## src/rtl/core/bba_pkg.sv

```systemverilog
// ----------------------------------------------------------------------------
// bba_pkg
// Shared types, codes and default sizes of the bitmap block allocator.
// ----------------------------------------------------------------------------
`default_nettype none

package bba_pkg;

   // Fixed field widths
   localparam int MODE_W      = 2;
   localparam int BLOCK_IDX_W = 12;
   localparam int STATUS_W    = 2;
   localparam int COUNT_W     = 13;

   // Default sizes of the map
   localparam int MAX_BLOCKS_DEFAULT = 4096;
   localparam int WORD_BITS_DEFAULT  = 32;

   localparam logic [COUNT_W-1:0] COUNT_RESET = COUNT_W'(4096);

   typedef logic [MODE_W-1:0]      mode_type;
   typedef logic [BLOCK_IDX_W-1:0] block_idx_type;
   typedef logic [STATUS_W-1:0]    status_type;
   typedef logic [COUNT_W-1:0]     count_type;

   // Request modes
   localparam mode_type MODE_ALLOC  = 2'd0;
   localparam mode_type MODE_FREE   = 2'd1;
   localparam mode_type MODE_QUERY  = 2'd2;
   localparam mode_type MODE_UNUSED = 2'd3;

   // Response status codes
   localparam status_type ST_OK           = 2'd0;
   localparam status_type ST_NO_FREE      = 2'd1;
   localparam status_type ST_ALREADY_FREE = 2'd2;
   localparam status_type ST_RANGE        = 2'd3;

endpackage : bba_pkg

`default_nettype wire

```

## src/rtl/core/bba_if.sv

```systemverilog
// ----------------------------------------------------------------------------
// bba_if
// Valid/ready channels of the allocator: request, response and register write.
// ----------------------------------------------------------------------------
`default_nettype none

interface bba_req_if import bba_pkg::*; ();
   logic          valid;
   logic          ready;
   mode_type      mode;
   block_idx_type block_index;

   modport source (output valid, output mode, output block_index, input ready);
   modport sink   (input valid, input mode, input block_index, output ready);
endinterface : bba_req_if

interface bba_rsp_if import bba_pkg::*; ();
   logic          valid;
   logic          ready;
   status_type    status;
   block_idx_type result_index;
   logic          bit_value;

   modport source (output valid, output status, output result_index, output bit_value,
                   input ready);
   modport sink   (input valid, input status, input result_index, input bit_value,
                   output ready);
endinterface : bba_rsp_if

interface bba_csr_if import bba_pkg::*; ();
   logic      valid;
   logic      ready;
   count_type block_count;

   modport source (output valid, output block_count, input ready);
   modport sink   (input valid, input block_count, output ready);
endinterface : bba_csr_if

`default_nettype wire

```

## src/rtl/core/bba_map_ram.sv

```systemverilog
// ----------------------------------------------------------------------------
// bba_map_ram
// Usage bitmap store: one write and one registered read port. A word never
// written since reset reads as zero (all blocks free).
// ----------------------------------------------------------------------------
`default_nettype none

module bba_map_ram import bba_pkg::*; #(
   parameter int NUM_WORDS = 128,
   parameter int WORD_BITS = WORD_BITS_DEFAULT,
   parameter int ADDR_W    = 7
) (
   input  wire logic                 clock,
   input  wire logic                 reset,
   input  wire logic                 rd_en,
   input  wire logic [ADDR_W-1:0]    rd_addr,
   output      logic [WORD_BITS-1:0] rd_data,
   input  wire logic                 wr_en,
   input  wire logic [ADDR_W-1:0]    wr_addr,
   input  wire logic [WORD_BITS-1:0] wr_data
);

   logic [WORD_BITS-1:0] mem [NUM_WORDS];
   logic [NUM_WORDS-1:0] written_ff;
   logic [WORD_BITS-1:0] rd_data_ff;
   logic                 rd_written_ff;

   always_ff @(posedge clock) begin
      if (wr_en) begin
         mem[wr_addr] <= wr_data;
      end
      if (rd_en) begin
         rd_data_ff <= mem[rd_addr];
      end
   end

   // per-word written flags stand in for clearing the array
   always_ff @(posedge clock) begin
      if (reset) begin
         written_ff    <= '0;
         rd_written_ff <= 1'b0;
      end else begin
         if (wr_en) begin
            written_ff[wr_addr] <= 1'b1;
         end
         if (rd_en) begin
            rd_written_ff <= written_ff[rd_addr];
         end
      end
   end

   assign rd_data = rd_written_ff ? rd_data_ff : '0;

endmodule : bba_map_ram

`default_nettype wire

```

## src/rtl/core/bba_word_unit.sv

```systemverilog
// ----------------------------------------------------------------------------
// bba_word_unit
// Shared word unit: lowest free bit below the count limit, single-bit pick
// and single-bit update of one bitmap word.
// ----------------------------------------------------------------------------
`default_nettype none

module bba_word_unit import bba_pkg::*; #(
   parameter int WORD_BITS = WORD_BITS_DEFAULT,
   parameter int CNT_W     = 13,
   parameter int BIT_W     = 5
) (
   input  wire logic [WORD_BITS-1:0] word,
   input  wire logic [CNT_W-1:0]     remain,   // blocks left from this word's base
   input  wire logic [BIT_W-1:0]     upd_pos,
   input  wire logic                 upd_val,
   output      logic                 found,
   output      logic [BIT_W-1:0]     first_pos,
   output      logic                 pick_bit,
   output      logic [WORD_BITS-1:0] new_word
);

   logic [WORD_BITS-1:0] free_mask;

   always_comb begin
      for (int b = 0; b < WORD_BITS; b++) begin
         free_mask[b] = ~word[b] && (32'(remain) > b);
      end
   end

   // priority encode, lowest index wins
   always_comb begin
      found     = 1'b0;
      first_pos = '0;
      for (int b = WORD_BITS - 1; b >= 0; b--) begin
         if (free_mask[b]) begin
            found     = 1'b1;
            first_pos = BIT_W'(b);
         end
      end
   end

   assign pick_bit = word[upd_pos];

   always_comb begin
      new_word          = word;
      new_word[upd_pos] = upd_val;
   end

endmodule : bba_word_unit

`default_nettype wire

```

## src/rtl/core/bitmap_block_allocator_core.sv

```systemverilog
// ----------------------------------------------------------------------------
// bitmap_block_allocator_core
// First-fit block allocator over a used/free bitmap held in one word memory.
// ----------------------------------------------------------------------------
// Usage:
//  req : mode (allocate / free / query) and block_index; one transfer per item.
//  rsp : status, result_index, bit_value; exactly one transfer per request.
//  csr : writes block_count (number of managed blocks, capped at MAX_BLOCKS);
//        always ready, write only while the allocator is idle.
// Path from request transfer to response valid, ending in ST_RESP:
//  - out-of-range, unused mode, zero count: straight to ST_RESP
//  - allocate: ST_SCAN reads words in order until a free bit is found
//    (at most ceil(count / WORD_BITS) words read), then ST_RESP
//  - free / query: ST_LOCATE walks to the indexed word, then ST_BIT, ST_RESP
// One item at a time: req.ready is high only while the sequencer is idle.
// The single bitmap memory and the shared word unit step one word per cycle.
// Reset: every block free at once (per-word written flags, no clearing pass),
// block_count back to 4096.
// Stall: a finished response sits in the output register; the next request is
// still taken. A second result waits in the sequencer until rsp frees up.
// ----------------------------------------------------------------------------
`default_nettype none

module bitmap_block_allocator_core import bba_pkg::*; #(
   parameter int MAX_BLOCKS = MAX_BLOCKS_DEFAULT,
   parameter int WORD_BITS  = WORD_BITS_DEFAULT
) (
   input wire logic clock,
   input wire logic reset,
   bba_req_if.sink   req,
   bba_rsp_if.source rsp,
   bba_csr_if.sink   csr
);

   localparam int NUM_WORDS = (MAX_BLOCKS + WORD_BITS - 1) / WORD_BITS;
   localparam int ADDR_W    = (NUM_WORDS > 1) ? $clog2(NUM_WORDS) : 1;
   localparam int BIT_W     = $clog2(WORD_BITS);
   // holds the effective count and any word base up to count + WORD_BITS
   localparam int CNT_W     = $clog2(MAX_BLOCKS + WORD_BITS + 1);
   localparam int SUM_W     = (CNT_W > BLOCK_IDX_W) ? CNT_W : BLOCK_IDX_W;

   // sequencer states
   localparam logic [2:0] ST_IDLE   = 3'd0;
   localparam logic [2:0] ST_LOCATE = 3'd1;   // walk words up to the indexed one
   localparam logic [2:0] ST_SCAN   = 3'd2;   // first-fit search, one word a cycle
   localparam logic [2:0] ST_BIT    = 3'd3;   // free / query on the fetched word
   localparam logic [2:0] ST_RESP   = 3'd4;   // hand result to the output register

   logic [2:0]          state_ff, state_in;
   count_type           count_ff;
   mode_type            mode_ff, mode_in;
   block_idx_type       idx_ff, idx_in;
   logic [ADDR_W-1:0]   word_ff, word_in;
   logic [CNT_W-1:0]    base_ff, base_in;
   logic [BIT_W-1:0]    bitpos_ff, bitpos_in;
   status_type          res_status_ff, res_status_in;
   block_idx_type       res_index_ff, res_index_in;
   logic                res_bit_ff, res_bit_in;

   logic                rsp_valid_ff;
   status_type          rsp_status_ff;
   block_idx_type       rsp_index_ff;
   logic                rsp_bit_ff;

   logic [CNT_W-1:0]    eff_count;
   logic [CNT_W-1:0]    base_next;
   logic [CNT_W-1:0]    remain;
   logic [SUM_W-1:0]    offset;
   logic [SUM_W-1:0]    alloc_sum;
   logic                req_xfer;
   logic                rsp_free;
   logic                load_rsp;

   logic                rd_en;
   logic [ADDR_W-1:0]   rd_addr;
   logic [WORD_BITS-1:0] rd_data;
   logic                wr_en;
   logic [WORD_BITS-1:0] new_word;

   logic                found;
   logic [BIT_W-1:0]    first_pos;
   logic [BIT_W-1:0]    upd_pos;
   logic                upd_val;
   logic                pick_bit;

   // ---------------------------------------------------------------- config
   assign csr.ready = 1'b1;

   always_ff @(posedge clock) begin
      if (reset) begin
         count_ff <= COUNT_RESET;
      end else if (csr.valid) begin
         count_ff <= csr.block_count;
      end
   end

   // count above capacity behaves as capacity
   assign eff_count = (32'(count_ff) > 32'(MAX_BLOCKS)) ? CNT_W'(MAX_BLOCKS)
                                                        : CNT_W'(count_ff);

   // ---------------------------------------------------------------- datapath
   assign base_next = base_ff + CNT_W'(WORD_BITS);
   assign remain    = eff_count - base_ff;
   assign offset    = SUM_W'(idx_ff) - SUM_W'(base_ff);
   assign alloc_sum = SUM_W'(base_ff) + SUM_W'(first_pos);

   assign upd_pos = (state_ff == ST_SCAN) ? first_pos : bitpos_ff;
   assign upd_val = (state_ff == ST_SCAN);      // allocate sets, free clears

   bba_word_unit #(
      .WORD_BITS (WORD_BITS),
      .CNT_W     (CNT_W),
      .BIT_W     (BIT_W)
   ) u_word_unit (
      .word      (rd_data),
      .remain    (remain),
      .upd_pos   (upd_pos),
      .upd_val   (upd_val),
      .found     (found),
      .first_pos (first_pos),
      .pick_bit  (pick_bit),
      .new_word  (new_word)
   );

   bba_map_ram #(
      .NUM_WORDS (NUM_WORDS),
      .WORD_BITS (WORD_BITS),
      .ADDR_W    (ADDR_W)
   ) u_map_ram (
      .clock   (clock),
      .reset   (reset),
      .rd_en   (rd_en),
      .rd_addr (rd_addr),
      .rd_data (rd_data),
      .wr_en   (wr_en),
      .wr_addr (word_ff),
      .wr_data (new_word)
   );

   // ---------------------------------------------------------------- sequencer
   assign req.ready = (state_ff == ST_IDLE);
   assign req_xfer  = req.valid && (state_ff == ST_IDLE);
   assign rsp_free  = !rsp_valid_ff || rsp.ready;
   assign load_rsp  = (state_ff == ST_RESP) && rsp_free;

   always_comb begin
      state_in      = state_ff;
      mode_in       = mode_ff;
      idx_in        = idx_ff;
      word_in       = word_ff;
      base_in       = base_ff;
      bitpos_in     = bitpos_ff;
      res_status_in = res_status_ff;
      res_index_in  = res_index_ff;
      res_bit_in    = res_bit_ff;
      rd_en         = 1'b0;
      rd_addr       = word_ff;
      wr_en         = 1'b0;

      case (state_ff)
         ST_IDLE: begin
            if (req_xfer) begin
               mode_in       = req.mode;
               idx_in        = req.block_index;
               word_in       = '0;
               base_in       = '0;
               res_status_in = ST_OK;
               res_index_in  = '0;
               res_bit_in    = 1'b0;
               case (req.mode)
                  MODE_ALLOC: begin
                     if (eff_count == '0) begin
                        res_status_in = ST_NO_FREE;
                        state_in      = ST_RESP;
                     end else begin
                        rd_en    = 1'b1;
                        rd_addr  = '0;
                        state_in = ST_SCAN;
                     end
                  end
                  MODE_FREE, MODE_QUERY: begin
                     if (SUM_W'(req.block_index) >= SUM_W'(eff_count)) begin
                        res_status_in = ST_RANGE;
                        state_in      = ST_RESP;
                     end else begin
                        state_in = ST_LOCATE;
                     end
                  end
                  default: begin
                     state_in = ST_RESP;   // unused mode: plain OK, no change
                  end
               endcase
            end
         end

         ST_LOCATE: begin
            if (offset < SUM_W'(WORD_BITS)) begin
               rd_en     = 1'b1;
               bitpos_in = offset[BIT_W-1:0];
               state_in  = ST_BIT;
            end else begin
               word_in = word_ff + 1'b1;
               base_in = base_next;
            end
         end

         ST_SCAN: begin
            if (found) begin
               wr_en        = 1'b1;
               res_index_in = alloc_sum[BLOCK_IDX_W-1:0];
               state_in     = ST_RESP;
            end else if (base_next >= eff_count) begin
               res_status_in = ST_NO_FREE;
               state_in      = ST_RESP;
            end else begin
               rd_en   = 1'b1;
               rd_addr = word_ff + 1'b1;
               word_in = word_ff + 1'b1;
               base_in = base_next;
            end
         end

         ST_BIT: begin
            if (mode_ff == MODE_QUERY) begin
               res_bit_in = pick_bit;
            end else if (pick_bit) begin
               wr_en = 1'b1;
            end else begin
               res_status_in = ST_ALREADY_FREE;
            end
            state_in = ST_RESP;
         end

         ST_RESP: begin
            if (rsp_free) begin
               state_in = ST_IDLE;
            end
         end

         default: begin
            state_in = ST_IDLE;
         end
      endcase
   end

   always_ff @(posedge clock) begin
      if (reset) begin
         state_ff <= ST_IDLE;
      end else begin
         state_ff <= state_in;
      end
   end

   always_ff @(posedge clock) begin
      mode_ff       <= mode_in;
      idx_ff        <= idx_in;
      word_ff       <= word_in;
      base_ff       <= base_in;
      bitpos_ff     <= bitpos_in;
      res_status_ff <= res_status_in;
      res_index_ff  <= res_index_in;
      res_bit_ff    <= res_bit_in;
   end

   // ---------------------------------------------------------------- output
   always_ff @(posedge clock) begin
      if (reset) begin
         rsp_valid_ff <= 1'b0;
      end else if (load_rsp) begin
         rsp_valid_ff <= 1'b1;
      end else if (rsp.ready) begin
         rsp_valid_ff <= 1'b0;
      end
   end

   always_ff @(posedge clock) begin
      if (load_rsp) begin
         rsp_status_ff <= res_status_ff;
         rsp_index_ff  <= res_index_ff;
         rsp_bit_ff    <= res_bit_ff;
      end
   end

   assign rsp.valid        = rsp_valid_ff;
   assign rsp.status       = rsp_status_ff;
   assign rsp.result_index = rsp_index_ff;
   assign rsp.bit_value    = rsp_bit_ff;

endmodule : bitmap_block_allocator_core

`default_nettype wire
```

## src/flat_wrapper.sv

```systemverilog
// flat-port wrapper written by rule: the top's interface ports become plain ports
module bitmap_block_allocator_core_flat import bba_pkg::*;
#(
   parameter int MAX_BLOCKS = MAX_BLOCKS_DEFAULT,
   parameter int WORD_BITS  = WORD_BITS_DEFAULT
)
  (clock, reset, req_valid, req_mode, req_block_index, req_ready, rsp_valid, rsp_status, rsp_result_index, rsp_bit_value, rsp_ready, csr_valid, csr_block_count, csr_ready);
  bba_req_if req_i ();
  bba_rsp_if rsp_i ();
  bba_csr_if csr_i ();
  input wire logic clock;
  input wire logic reset;
  input wire logic [$bits(req_i.valid)-1:0] req_valid;
  input wire logic [$bits(req_i.mode)-1:0] req_mode;
  input wire logic [$bits(req_i.block_index)-1:0] req_block_index;
  output wire logic [$bits(req_i.ready)-1:0] req_ready;
  output wire logic [$bits(rsp_i.valid)-1:0] rsp_valid;
  output wire logic [$bits(rsp_i.status)-1:0] rsp_status;
  output wire logic [$bits(rsp_i.result_index)-1:0] rsp_result_index;
  output wire logic [$bits(rsp_i.bit_value)-1:0] rsp_bit_value;
  input wire logic [$bits(rsp_i.ready)-1:0] rsp_ready;
  input wire logic [$bits(csr_i.valid)-1:0] csr_valid;
  input wire logic [$bits(csr_i.block_count)-1:0] csr_block_count;
  output wire logic [$bits(csr_i.ready)-1:0] csr_ready;
  assign req_i.valid = req_valid;
  assign req_i.mode = req_mode;
  assign req_i.block_index = req_block_index;
  assign req_ready = req_i.ready;
  assign rsp_valid = rsp_i.valid;
  assign rsp_status = rsp_i.status;
  assign rsp_result_index = rsp_i.result_index;
  assign rsp_bit_value = rsp_i.bit_value;
  assign rsp_i.ready = rsp_ready;
  assign csr_i.valid = csr_valid;
  assign csr_i.block_count = csr_block_count;
  assign csr_ready = csr_i.ready;
  bitmap_block_allocator_core #(.MAX_BLOCKS(MAX_BLOCKS), .WORD_BITS(WORD_BITS)) u_core (.clock(clock), .reset(reset), .req(req_i), .rsp(rsp_i), .csr(csr_i));
endmodule
```

## config.mk

```make
export PLATFORM = sky130hd
export DESIGN_NAME = bitmap_block_allocator_core_flat
export DESIGN_NICKNAME = d
export VERILOG_FILES = /design/src/rtl/core/bba_pkg.sv /design/src/rtl/core/bba_if.sv /design/src/rtl/core/bba_map_ram.sv /design/src/rtl/core/bba_word_unit.sv /design/src/rtl/core/bitmap_block_allocator_core.sv /design/src/flat_wrapper.sv
export SDC_FILE = /design/constraint.sdc
export NUM_CORES = 2
export LEC_CHECK = 0
export ABC_AREA = 0
export BUFFER_PORTS_ARGS = -buffer_cell sky130_fd_sc_hd__buf_4
export CAP_MARGIN = 10
export CORE_UTILIZATION = 39
export CTS_BUF_LIST = sky130_fd_sc_hd__clkbuf_16
export DETAILED_ROUTE_END_ITERATION = 7
export GPL_TIMING_DRIVEN = 0
export SLEW_MARGIN = 20
export SYNTH_ARGS = -nofsm -noshare
export SYNTH_HDL_FRONTEND = slang
export SYNTH_SLANG_ARGS = --single-unit
```

## constraint.sdc

```tcl
create_clock -name clock -period 12.9 [get_ports clock]
set_input_delay 1.29 -clock clock [delete_from_list [all_inputs] [get_ports clock]]
set_output_delay 1.29 -clock clock [all_outputs]
set_load 0.02 [all_outputs]
```

==> metrics.log <==
[metrics] hold buffers post-CTS: 0
[metrics] outcome: finished, final reports clean
[metrics] count of max-cap constraint violations: 0
[metrics] final period demand of the worst path: 10.90 ns
[metrics] setup repair after global routing missed its margin: no
[metrics] critical path required time: 13.55 ns
[metrics] setup-violating endpoint count in the final report: 0
[metrics] Hold/Removal Path Class: flop to flop
[metrics] leakage power: 65.6 nW
[metrics] cell at the slowest stage of the critical path: nor4_1
[metrics] clock tree from TritonCTS: done
[metrics] Slew Limit Headroom: 17.4%
[metrics] async set-or-reset flop fraction in the synthesized netlist: 0%
[metrics] proportion of power drawn by combinational gates: 18.6%
[metrics] Setup CP Type: flop to flop
[metrics] total negative slack for setup checks: 0 ns
[metrics] Resized Gates After CTS: 0
[metrics] number of synthesized flops with an enable pin: 4192
[metrics] kind of cell adding the most delay to the critical path: buffers and inverters
[metrics] CP cell instances: inv_1, clkbuf_1, nand2_1, inv_1, ha_1, a211o_1, a311o_1, o311ai_2, a21boi_1, nand4b_2, a211oi_1, nand3_1, nand2b_1, o311ai_1, and2_1, clkbuf_1, clkbuf_2, clkbuf_2, clkbuf_1, clkbuf_1, nand2_1, nand3_1, nand4_1, nor4_1
[metrics] Sink Count: 4338
[metrics] Overall Global Routing Usage: 23.1%
[metrics] transition time at the pin with the least slew margin: 1.24 ns
[metrics] final max-slew violation count: 0
[metrics] crit end category: flop
[metrics] CTS H-tree depth: 5
[metrics] fraction of power consumed by the clock network: 35.8%
[metrics] Clock Skew: 0.0720 ns
[metrics] Post-Route WL: 518000 um
[metrics] number of top-level design ports: 50
[metrics] Final HPWL DP: 383000 um
[metrics] IO buf count: 47
[metrics] Residual DRC: 0
[metrics] sequential fraction of the synthesis area: 75.4%
[metrics] die boundary height: 664 um
[metrics] sw power: 0.00955 W
[metrics] starting density of the core: 39.3%
[metrics] data arrival at the endpoint of the critical path: 11.55 ns
[metrics] per-cell via count in the routed design: 5.90
[metrics] full die area: 0.441 mm^2
[metrics] vias in the first global route: 92800
[metrics] count of mapped cells out of synthesis: 8618
[metrics] Layout Cells excl Fill: 15900
[metrics] worst-case hold slack: 0.420 ns
[metrics] Top FF cell, synth: edfxtp_1
[metrics] clock-pin slew of the registers on the worst-case setup and hold paths: 0.06 ns
[metrics] DR vias: 93700
[metrics] std cell rows: 242
[metrics] Critical Path Fanout Max: 10
[metrics] number of design-rule violations left by the first detailed-router iteration: 13500
[metrics] maximum vdd ir drop: 0.000122 V
[metrics] maximum number of pins on one net before global-route repair: 73
[metrics] Synth Register Bits: 4338
[metrics] detailed-route wire length per cell: 32.6 um
[metrics] crit start category: flop
[metrics] PD cells: 168 mW/mm^2
[metrics] Synth Area per Inst: 19.8 um^2
[metrics] aggregate global routing overflow: 0
[metrics] placeable core region: 0.435 mm^2
[metrics] fraction of power spent switching nets: 28.0%
[metrics] Synth Cell Area: 0.171 mm^2
[metrics] Worst path max stage delay: 1.08 ns
[metrics] final number of hold-violating endpoints: 0
[metrics] antenna violation net count after detailed routing: 0
[metrics] Bufs on Longest Clock Path: 4
[metrics] Synthesized Nets: 8689
[metrics] clock insertion delay at the later pin of the skew report: 1.01 ns
[metrics] area of placed instances: 0.189 mm^2
[metrics] count of yosys warnings during synthesis: 0
[metrics] cell at the root of the clock tree: clkbuf_16
[metrics] Internal Power: 0.0245 W
[metrics] width of the die: 664 um
[metrics] wire length of the first global-routing pass: 722000 um
[metrics] initial antenna violation count: 35
[metrics] synth-to-layout area growth: 18.9%
[metrics] fraction of layout cells with a size suffix above 1: 28.7%
[metrics] Cells after DPL: 15100
[metrics] Final #Nets: 9838
[metrics] routability cong.: 0.939
[metrics] final cycle utilization of the critical path: 84.5%
[metrics] design area: 0.203 mm^2
[metrics] number of buffers added by the clock tree synthesis step: 430
[metrics] drt first pass iters: 6
[metrics] Setup Fix Bufs, Post-CTS: 0
[metrics] number of distinct library cell variants in the gate-level netlist after synthesis: 101
[metrics] CP most frequent cell: clkbuf_1
[metrics] Sequential Power Share: 45.6%
[metrics] number of buffer and inverter stages on the critical path: 8
[metrics] Max Freq: 91.7 MHz
[synth_stat cells (16+ instances only)]
cell      count  area (um^2)
a211oi_1     46          345
a21oi_1     130          651
a22o_1      119         1040
a22oi_1      47          353
a31oi_1      77          482
a32o_1       31          310
and2_1       20          125
buf_1        39          146
buf_2       230         1150
buf_6        21          236
clkbuf_1    219          822
dfxtp_1     146         2920
edfxtp_1   4192       126000
ha_1         39          488
inv_1        41          154
mux2i_1     178         1780
mux4_2     1037        23400
nand2_1     883         3310
nand2b_1     20          125
nand3_1     314         1570
nand4_1      45          282
nor2_1      131          492
nor2b_1      26          163
nor3_1      112          561
nor3_2       62          621
nor4_1       44          275
o211ai_1     47          353
o21ai_0      43          215
o22ai_1      35          219
o41ai_2      16          260
[metal layers]
metal | global-route usage (%) | vias to the layer above | share of wire (%)
met2 | 36.0 | 4958 | 46
met5 | 0 | - | 0.0093
li1 | - | 38000 | -
met4 | 8.89 | 6 | 4.4
met1 | 31.9 | 50000 | 40
met3 | 4.72 | 736 | 9.7
[cells by family (layout without fill, tap and decap cells)]
family	count (synthesis)	in the layout	synth area share (%)
flip-flops	4338	4338	75.4
multiplexers	1223	1223	14.8
adder cells (fa/ha/maj)	39	39	0.286
other	1	11	0.00220
buffers and inverters	562	2074	1.52
AND/OR/NAND/NOR	1714	1714	4.67
XOR/XNOR	13	13	0.0754
AO/OA/AOI/OAI	728	728	3.27
[sequential cells by signal, indices dropped and copies added, names as in the netlist, 2 cells and up]
| signal | count |
|---|---|
| u_core.u_map_ram.mem | 4096 |
| u_core.u_map_ram.written_ff | 128 |
| u_core.u_map_ram.rd_data_ff | 32 |
| u_core.count_ff | 13 |
| u_core.idx_ff | 12 |
| u_core.res_index_ff | 12 |
| u_core.rsp.result_index | 12 |
| u_core.base_ff | 8 |
| u_core.word_ff | 7 |
| u_core.bitpos_ff | 5 |
| u_core.state_ff | 3 |
| u_core.mode_ff | 2 |
| u_core.res_status_ff | 2 |
| u_core.rsp.status | 2 |
[final timing paths]
check	cells past startpoint	to	from	slack [ns]
worst max-delay path	24	u_core.u_map_ram.rd_data_ff[20]	u_core.count_ff[12]	2.00
worst min register to register	0	u_core.rsp.result_index[4]	u_core.res_index_ff[4]	0.42
worst max register to register	24	u_core.u_map_ram.rd_data_ff[20]	u_core.count_ff[12]	2.00
worst min-delay path	0	u_core.rsp.result_index[4]	u_core.res_index_ff[4]	0.42
[cell type report]
type,instances,area (um^2)
Tap cell,5734,7170
Inverter,42,158
Clock inverter,358,2680
Timing Repair Buffer,717,10100
Multi-Input combinational cell,3718,40700
Buffer,520,2470
Antenna cell,10,25.0
Sequential cell,4338,129000
Fill cell,35700,232000
Clock buffer,437,10900
[power groups by stage]
stage	clock network (W)	logic (W)	registers [W]
final	0.0122	0.00634	0.0155
after CTS	0.0123	0.00628	0.0155
after global routing	0.0128	0.00657	0.0155
after floorplan	0	0.00354	0.0159
after global placement	0	0.00593	0.0160
after detailed placement	0	0.00626	0.0158
[cells in the final DEF (no fill, tap or decap), types with 128 or more instances in the layout]
cell          n
buf_4       302
clkbuf_1    195
a21oi_1     128
nand2_1     883
clkbuf_16   437
buf_2       234
nand3_1     314
buf_8       158
edfxtp_1   4192
buf_16      142
mux4_2     1037
nor2_1      129
mux2i_1     162
dfxtp_1     146
[metrics by stage]
step | utilization [%] | total power, W | setup WS, ns
2_1_floorplan | - | 0.0194 | 2.48
3_3_place_gp | 41.0 | 0.0219 | -10.80
3_5_place_dp | 43.5 | 0.0221 | 2.41
4_1_cts | 46.7 | 0.0342 | 2.37
5_1_grt | 46.7 | 0.0350 | 1.92
6_report | 46.7 | 0.0341 | 2.00
(Power assumes the default switching activity.)
